File: config.mk
export PLATFORM = sky130hd
export DESIGN_NAME = ncrs_sqrt
export DESIGN_NICKNAME = d
export VERILOG_FILES = /design/src/rtl/ncrs_pkg.sv /design/src/rtl/ncrs_sqrt.sv
export SDC_FILE = /design/constraint.sdc
export NUM_CORES = 2
export LEC_CHECK = 0
export BUFFER_PORTS_ARGS = -buffer_cell sky130_fd_sc_hd__buf_4
export CAP_MARGIN = 10
export CORE_MARGIN = 2
export CORE_UTILIZATION = 35
export CTS_CLUSTER_SIZE = 20
export DETAILED_ROUTE_END_ITERATION = 7
export SETUP_SLACK_MARGIN = 0.5
export SYNTH_ARGS = -nofsm -noshare
export SYNTH_HDL_FRONTEND = slang
export SYNTH_SLANG_ARGS = --single-unit
export TNS_END_PERCENT = 100
File: constraint.sdc
create_clock -name clk -period 3.2 [get_ports clk]
set_clock_uncertainty 0.05 [all_clocks]
set_input_delay 0.32 -clock clk [delete_from_list [all_inputs] [get_ports clk]]
set_output_delay 0.32 -clock clk [all_outputs]
set_load 0.005 [all_outputs]
File: src/rtl/ncrs_pkg.sv
// Shared types and fixed-point helpers for the nonhyperbolic CRS traveltime block.
`timescale 1ns / 1ps
package ncrs_pkg;

  // Pipeline control that travels between the top level and its root units.
  typedef struct packed {
    logic en;     // advance every stage this cycle
    logic valid;  // item present at the unit's input
  } ncrs_ctl_t;

  localparam logic signed [63:0] QMAX = 64'sd2147483647;
  localparam logic signed [63:0] QMIN = -64'sd2147483648;

  // Clamp a wide signed value to the signed 32-bit range.
  function automatic logic signed [31:0] sat32(input logic signed [63:0] v);
    logic signed [31:0] r;
    if (v > QMAX) r = 32'sh7FFFFFFF;
    else if (v < QMIN) r = 32'sh80000000;
    else r = v[31:0];
    return r;
  endfunction

  // Round a Q.32 product to Q15.16 (add half, floor shift) and saturate.
  function automatic logic signed [31:0] qround(input logic signed [63:0] p);
    logic signed [63:0] t;
    t = (p + 64'sd32768) >>> 16;
    return sat32(t);
  endfunction

endpackage

File: src/rtl/ncrs_sqrt.sv
// Pipelined digit-by-digit square root, rounded to nearest, one result bit per stage.
`timescale 1ns / 1ps
module ncrs_sqrt #(
  parameter int W  = 64,
  parameter int SW = 1
) (
  input  logic               clk,
  input  logic               rst,
  input  ncrs_pkg::ncrs_ctl_t in_ctl,
  input  logic [W-1:0]       in_rad,
  input  logic [SW-1:0]      in_side,
  output logic               out_valid,
  output logic [W/2:0]       out_root,
  output logic [SW-1:0]      out_side
);

  localparam int N = W / 2;

  logic [W-1:0]  x_q [N+1];
  logic [W-1:0]  r_q [N+1];
  logic [SW-1:0] sd_q [N+1];
  logic          v_q [N+1];

  assign x_q[0]  = in_rad;
  assign r_q[0]  = '0;
  assign sd_q[0] = in_side;
  assign v_q[0]  = in_ctl.valid;

  for (genvar k = 0; k < N; k++) begin : g_stage
    localparam logic [W-1:0] BITK = {{(W-1){1'b0}}, 1'b1} << (W - 2 - 2 * k);
    logic [W:0] trial;
    assign trial = {1'b0, r_q[k]} + {1'b0, BITK};

    always_ff @(posedge clk) begin
      if (rst) begin
        v_q[k+1] <= 1'b0;
      end else if (in_ctl.en) begin
        v_q[k+1] <= v_q[k];
      end
      if (in_ctl.en) begin
        sd_q[k+1] <= sd_q[k];
        if ({1'b0, x_q[k]} >= trial) begin
          x_q[k+1] <= x_q[k] - trial[W-1:0];
          r_q[k+1] <= (r_q[k] >> 1) + BITK;
        end else begin
          x_q[k+1] <= x_q[k];
          r_q[k+1] <= r_q[k] >> 1;
        end
      end
    end
  end

  // Round up when the remainder exceeds the floor root.
  always_ff @(posedge clk) begin
    if (rst) begin
      out_valid <= 1'b0;
    end else if (in_ctl.en) begin
      out_valid <= v_q[N];
    end
    if (in_ctl.en) begin
      out_side <= sd_q[N];
      out_root <= r_q[N][W/2:0] + {{(W/2){1'b0}}, (x_q[N] > r_q[N])};
    end
  end

endmodule
# Yosys cells after proc, flatten, opt, wreduce, memory -nomap -nowiden
# Index checks and enable logic that the tools add are counted.
# W data, S select, Z words.
# word_totals
reg_bits,4195
latchBits,0
ramBits,0
romBits,0
inputBits,69
out_inout_bits,35
n_memories,0
# classes
add_sub_neg,95
mul,0
n_div,0
order_cmp,33
n_eq_ne,0
n_shift,0
mux,64
bitwise_logic,0
reduce_logical,0
# op_table
operator,count
$mux W64,32
$mux W63,32
$ge A64 B65 Y1,31
$sub A64 B64 Y64,31
$add A64 B1 Y65 const B,1
$add A64 B11 Y65 const B,1
$add A64 B13 Y65 const B,1
$add A64 B15 Y65 const B,1
$add A64 B17 Y65 const B,1
$add A64 B19 Y65 const B,1
$add A64 B21 Y65 const B,1
$add A64 B23 Y65 const B,1
$add A64 B25 Y65 const B,1
$add A64 B27 Y65 const B,1
$add A64 B29 Y65 const B,1
$add A64 B3 Y65 const B,1
$add A64 B31 Y65 const B,1
$add A64 B33 Y65 const B,1
$add A64 B35 Y65 const B,1
$add A64 B37 Y65 const B,1
$add A64 B39 Y65 const B,1
$add A64 B41 Y65 const B,1
$add A64 B43 Y65 const B,1
$add A64 B45 Y65 const B,1
46 further kinds,46

# Longest topological paths before layout
# depth
ltp_word,3
ltp_mapped,20
mapped_depth_nobuf,20

# Least setup slack after synthesis
# Ideal clock, no wire load.
# synth_path
path_type,register to register
from,register r_q[27] (netlist bit)
to,"register out_root[31], data pin"
setup_ns,0.258
t_arrival_ns,3.249
required_time_ns,2.892
setup_slack_ns,-0.356
stages_incl_launch_ff,18
path_buffers,0
synth_period_minus_slack_ns,3.556
cell_sequence,edfxtp_1 inv_1 ha_1 nand4_1 or2_2 nor4_1 o21ai_0 a32o_1 nand2_1 ha_1 nand3_1 nor3_1 and3_1 and2_1 nand3_1 nor2_1 nand2_1 xnor2_1
# synth_between
elab_chain_cells,2
# synth_rtl
element,line_no,text
from (decl),ncrs_sqrt.sv:20,logic [W-1:0] r_q [N+1];
"from (signal, indexed assignment)",ncrs_sqrt.sv:44,r_q[k+1] <= (r_q[k] >> 1) + BITK;
"from (signal, indexed assignment)",ncrs_sqrt.sv:47,r_q[k+1] <= r_q[k] >> 1;
$gt A64 B64 Y1,ncrs_sqrt.sv:62,"out_root <= r_q[N][W/2:0] + {{(W/2){1'b0}}, (x_q[N] > r_q[N])};"
$add A33 B1 Y33 *,ncrs_sqrt.sv:62,
to (signal assigned),ncrs_sqrt.sv:62,
to (decl),ncrs_sqrt.sv:13,"output logic [W/2:0] out_root,"
# Every way passes the cells marked *; elsewhere a longest branch is shown, timed or not.
# A chain may end at the register's enable or synchronous reset.

# Worst setup path after layout
# layout_path
from,register x_q[462] (netlist bit)
to,"register x_q[444] (netlist bit), data pin"
# layout_between
elab_chain_cells,2
elab_cells_between_ends,3
classes_between,1 x add/sub; 1 x order compare; 1 x mux
# layout_rtl
element,line_no,text
from (decl),ncrs_sqrt.sv:19,logic [W-1:0] x_q [N+1];
"from (signal, indexed assignment)",ncrs_sqrt.sv:43,x_q[k+1] <= x_q[k] - trial[W-1:0];
"from (signal, indexed assignment)",ncrs_sqrt.sv:46,x_q[k+1] <= x_q[k];
$sub A64 B64 Y64 or $ge A64 B65 Y1 (tied branches),"ncrs_sqrt.sv:43, ncrs_sqrt.sv:42",
$mux W64 *,ncrs_sqrt.sv:42,"if ({1'b0, x_q[k]} >= trial) begin"
# Marked as above.

==> metrics.cfg <==
[timing]
finalHoldViolCount = 0
rsz0062_at_grt = true
finalSetupViolCount = 259
finalCritPeriodShare_pct = 108
max_clock_freq_mhz = 289
fin_ws_ns = -0.266
slew_viol_final = 0
tns_ns = -20.42
worst_slew_pin_slew_ns = 0.953
max_slew_margin_pct = 36.0
finalCriticalPeriod_ns = 3.47

[synthesis]
synth_area_um2 = 129000
yosys_warnings = 0
synth_cell_types = 93
ys_ff_latch = 2675
synthTopCellsByArea = edfxtp_1, ha_1, xnor2_1, xor2_1, a21oi_1
synthAdderAreaFrac_pct = 5.74
yosys.area.top_type = edfxtp_1
async_flop_share_pct = 0
synth_xor_area_share_pct = 6.52
synth_top_family_by_area = simple AND/OR/NAND/NOR gates
synth_flop_cell = edfxtp_1
synthMuxAreaShare_pct = 1.19
syn_avg_cell_area_um2 = 12.4
syn_inst = 10451
synth-simple-area-share_pct = 12.5
synth_compound_area_share_pct = 9.40
synth-edff-count = 2642
synth_fp_nets = 11114
synth_top_area_share_pct = 61.3
synth-seq-area-share_pct = 61.8

[power]
leakage_nw = 68.0
power_mw = 117
power_density_nw_per_um2 = 671
irDropWorstVdd_mv = 0.501

[grt]
grt_pass1_vias = 93786
overflow = 0
grt.met2_usage_pct = 36.4
grt_usage_pct = 19.0
grt_pass1_wl_um = 550000
grt_max_degree = 132
busiest_layer = met2
met3_usage_pct = 1.89
antenna_found_initial = 5
gr-usage-met1_pct = 20.6

[run]
max_cap_viol_count = 0

[clock_tree]
clock-root-buffer = clkbuf_16
h-tree-depth = 5
worstSkewPairLatency_ns = 0.96
clockBufferDepth = 4
numCtsBuffers = 298
clock_sinks = 2675
cts_tree = yes
path_clk_slew_ns = 0.06

[die]
num_rows = 223
start_util_pct = 35.1
dieWidth_um = 612
ios = 104
core_region_area_um2 = 369000
die_area_um2 = 375000
dieHeight_um = 612

[critical_path]
start_kind = flip-flop
crit_fanout = 11
critPathKind = reg2reg
worstPathRequired_ns = 3.75
critPathArrivalTime_ns = 4.01
end_kind = flip-flop

[placement]
portBuffers = 103
gp_congestion = 0.904
dpl_cell_area_um2 = 154000
dpl.hpwl_um = 271000

[layout]
fin_area_um2 = 174000
fill_cells = 32649
nNetsFinal = 13785
drive_gt1_share_pct = 30.4
final_cell_mix = edfxtp_1, buf_4, nor2_1, inv_1, a21oi_1
areaGrowthSynthToFinish_pct = 34.4
utilization_pct = 47.2
final_common_cell = edfxtp_1

[detailed_routing]
vias_per_cell = 5.03
initialDrtViolationCount = 5730
wl_per_cell_um = 19.9
drt_first_pass_iters = 8
drc = 0
num_vias = 92164
routed_wl_um = 365000
ant_nets = 0

[min_path]
hold_path.class = in2reg

[status]
violations = setup timing
status = finished, violations left

-- state kept, by name, indices dropped and copies added, names as in the netlist --
| signal | flops |
|---|---|
| x_q | 2048 |
| r_q | 528 |
| out_root | 33 |
| sd_q | 32 |
| v_q | 32 |
| out_side | 1 |
| out_valid | 1 |
-- layer usage --
metal,wire (um),vias up
met5,0,-
met4,20400,0
met3,11900,792
met2,196000,2017
met1,137000,44787
li1,-,44568
-- cell usage after synthesis (49+ instances only) --
| library cell | n |
|---|---|
| edfxtp_1 | 2642 |
| nor2_1 | 826 |
| inv_1 | 737 |
| a21oi_1 | 718 |
| ha_1 | 594 |
| nand2_1 | 586 |
| xnor2_1 | 509 |
| xor2_1 | 455 |
| o21ai_0 | 419 |
| nor4_1 | 344 |
| nor3_1 | 291 |
| a21o_1 | 213 |
| nand4_1 | 189 |
| clkbuf_1 | 188 |
| nand3_1 | 164 |
| or3_1 | 114 |
| nand2b_1 | 111 |
| o21a_1 | 103 |
| mux2_2 | 100 |
| or4_1 | 84 |
| nor2b_1 | 76 |
| nor4b_1 | 64 |
| a211oi_1 | 62 |
| and3_1 | 60 |
| o21bai_1 | 53 |
| o211ai_1 | 49 |
-- area by class of cell --
type	count	area [um^2]	share of cell area, %
Tap cell	4950	6190	3.56
Clock buffer	369	7860	4.52
Clock inverter	169	1960	1.12
Inverter	742	2840	1.63
Sequential cell	2675	80000	46.0
Multi-Input combinational cell	6800	53000	30.4
Antenna cell	5	12.5	0.00719
Timing Repair Buffer	2605	22200	12.8
-- cells by family (layout without fill, tap and decap cells) --
group                      Yosys count  in the layout
DFF                               2675           2675
and+or+nand+nor                   3138           3138
adders and majority gates          594            594
other                                0              5
xor gates and xnor gates           964            964
muxes                              141            141
AOI/OAI and AO/OA                 1963           1963
buffers and inverters              976           3885
-- final timing paths --
check        startpoint         to  slack (ns)  cells past startpoint
max            x_q[462]   x_q[444]       -0.27                     12
min          in_rad[48]  x_q[2032]        0.06                      2
max reg2reg    x_q[462]   x_q[444]       -0.27                     12
min reg2reg     sd_q[1]    sd_q[0]        0.36                      0
-- power by group --
part | internal, mW | switching [mW] | leakage [nW]
Combinational | 16.5 | 17.5 | 37.6
Clock | 20.2 | 14.5 | 4.72
Sequential | 44.5 | 3.54 | 25.7
-- worst max-delay path: stages (launching register included) --
cell	delay, ns
edfxtp_1	0.44
ha_4	0.27
nor2b_4	0.12
o31a_1	0.27
o31ai_2	0.20
buf_4	0.18
nand3_4	0.10
a41o_1	0.28
a221o_1	0.34
a2111o_1	0.46
buf_12	0.18
nor4_4	0.17
xor2_1	0.10
-- metrics by stage --
step                worst slack (ns)  hold slack [ns]  instances
global route                  -0.392           0.0354      18312
CTS                           -0.260          0.00146      18225
detailed placement            -0.909            0.355      17342
global placement              -0.834            0.350      17342
floorplan                    -0.0925            0.350      10451
finish                        -0.266           0.0584      18315
-- repair_timing --
action,in CTS,in global routing
gates cloned,30,6
buffers inserted,198,79
gates resized for setup,990,361
endpoints found under the hold margin,128,0
pin swaps,329,158
hold buffers,117,0
setup endpoints to repair,1092,1102
Power figures use the tool's default switching activity.
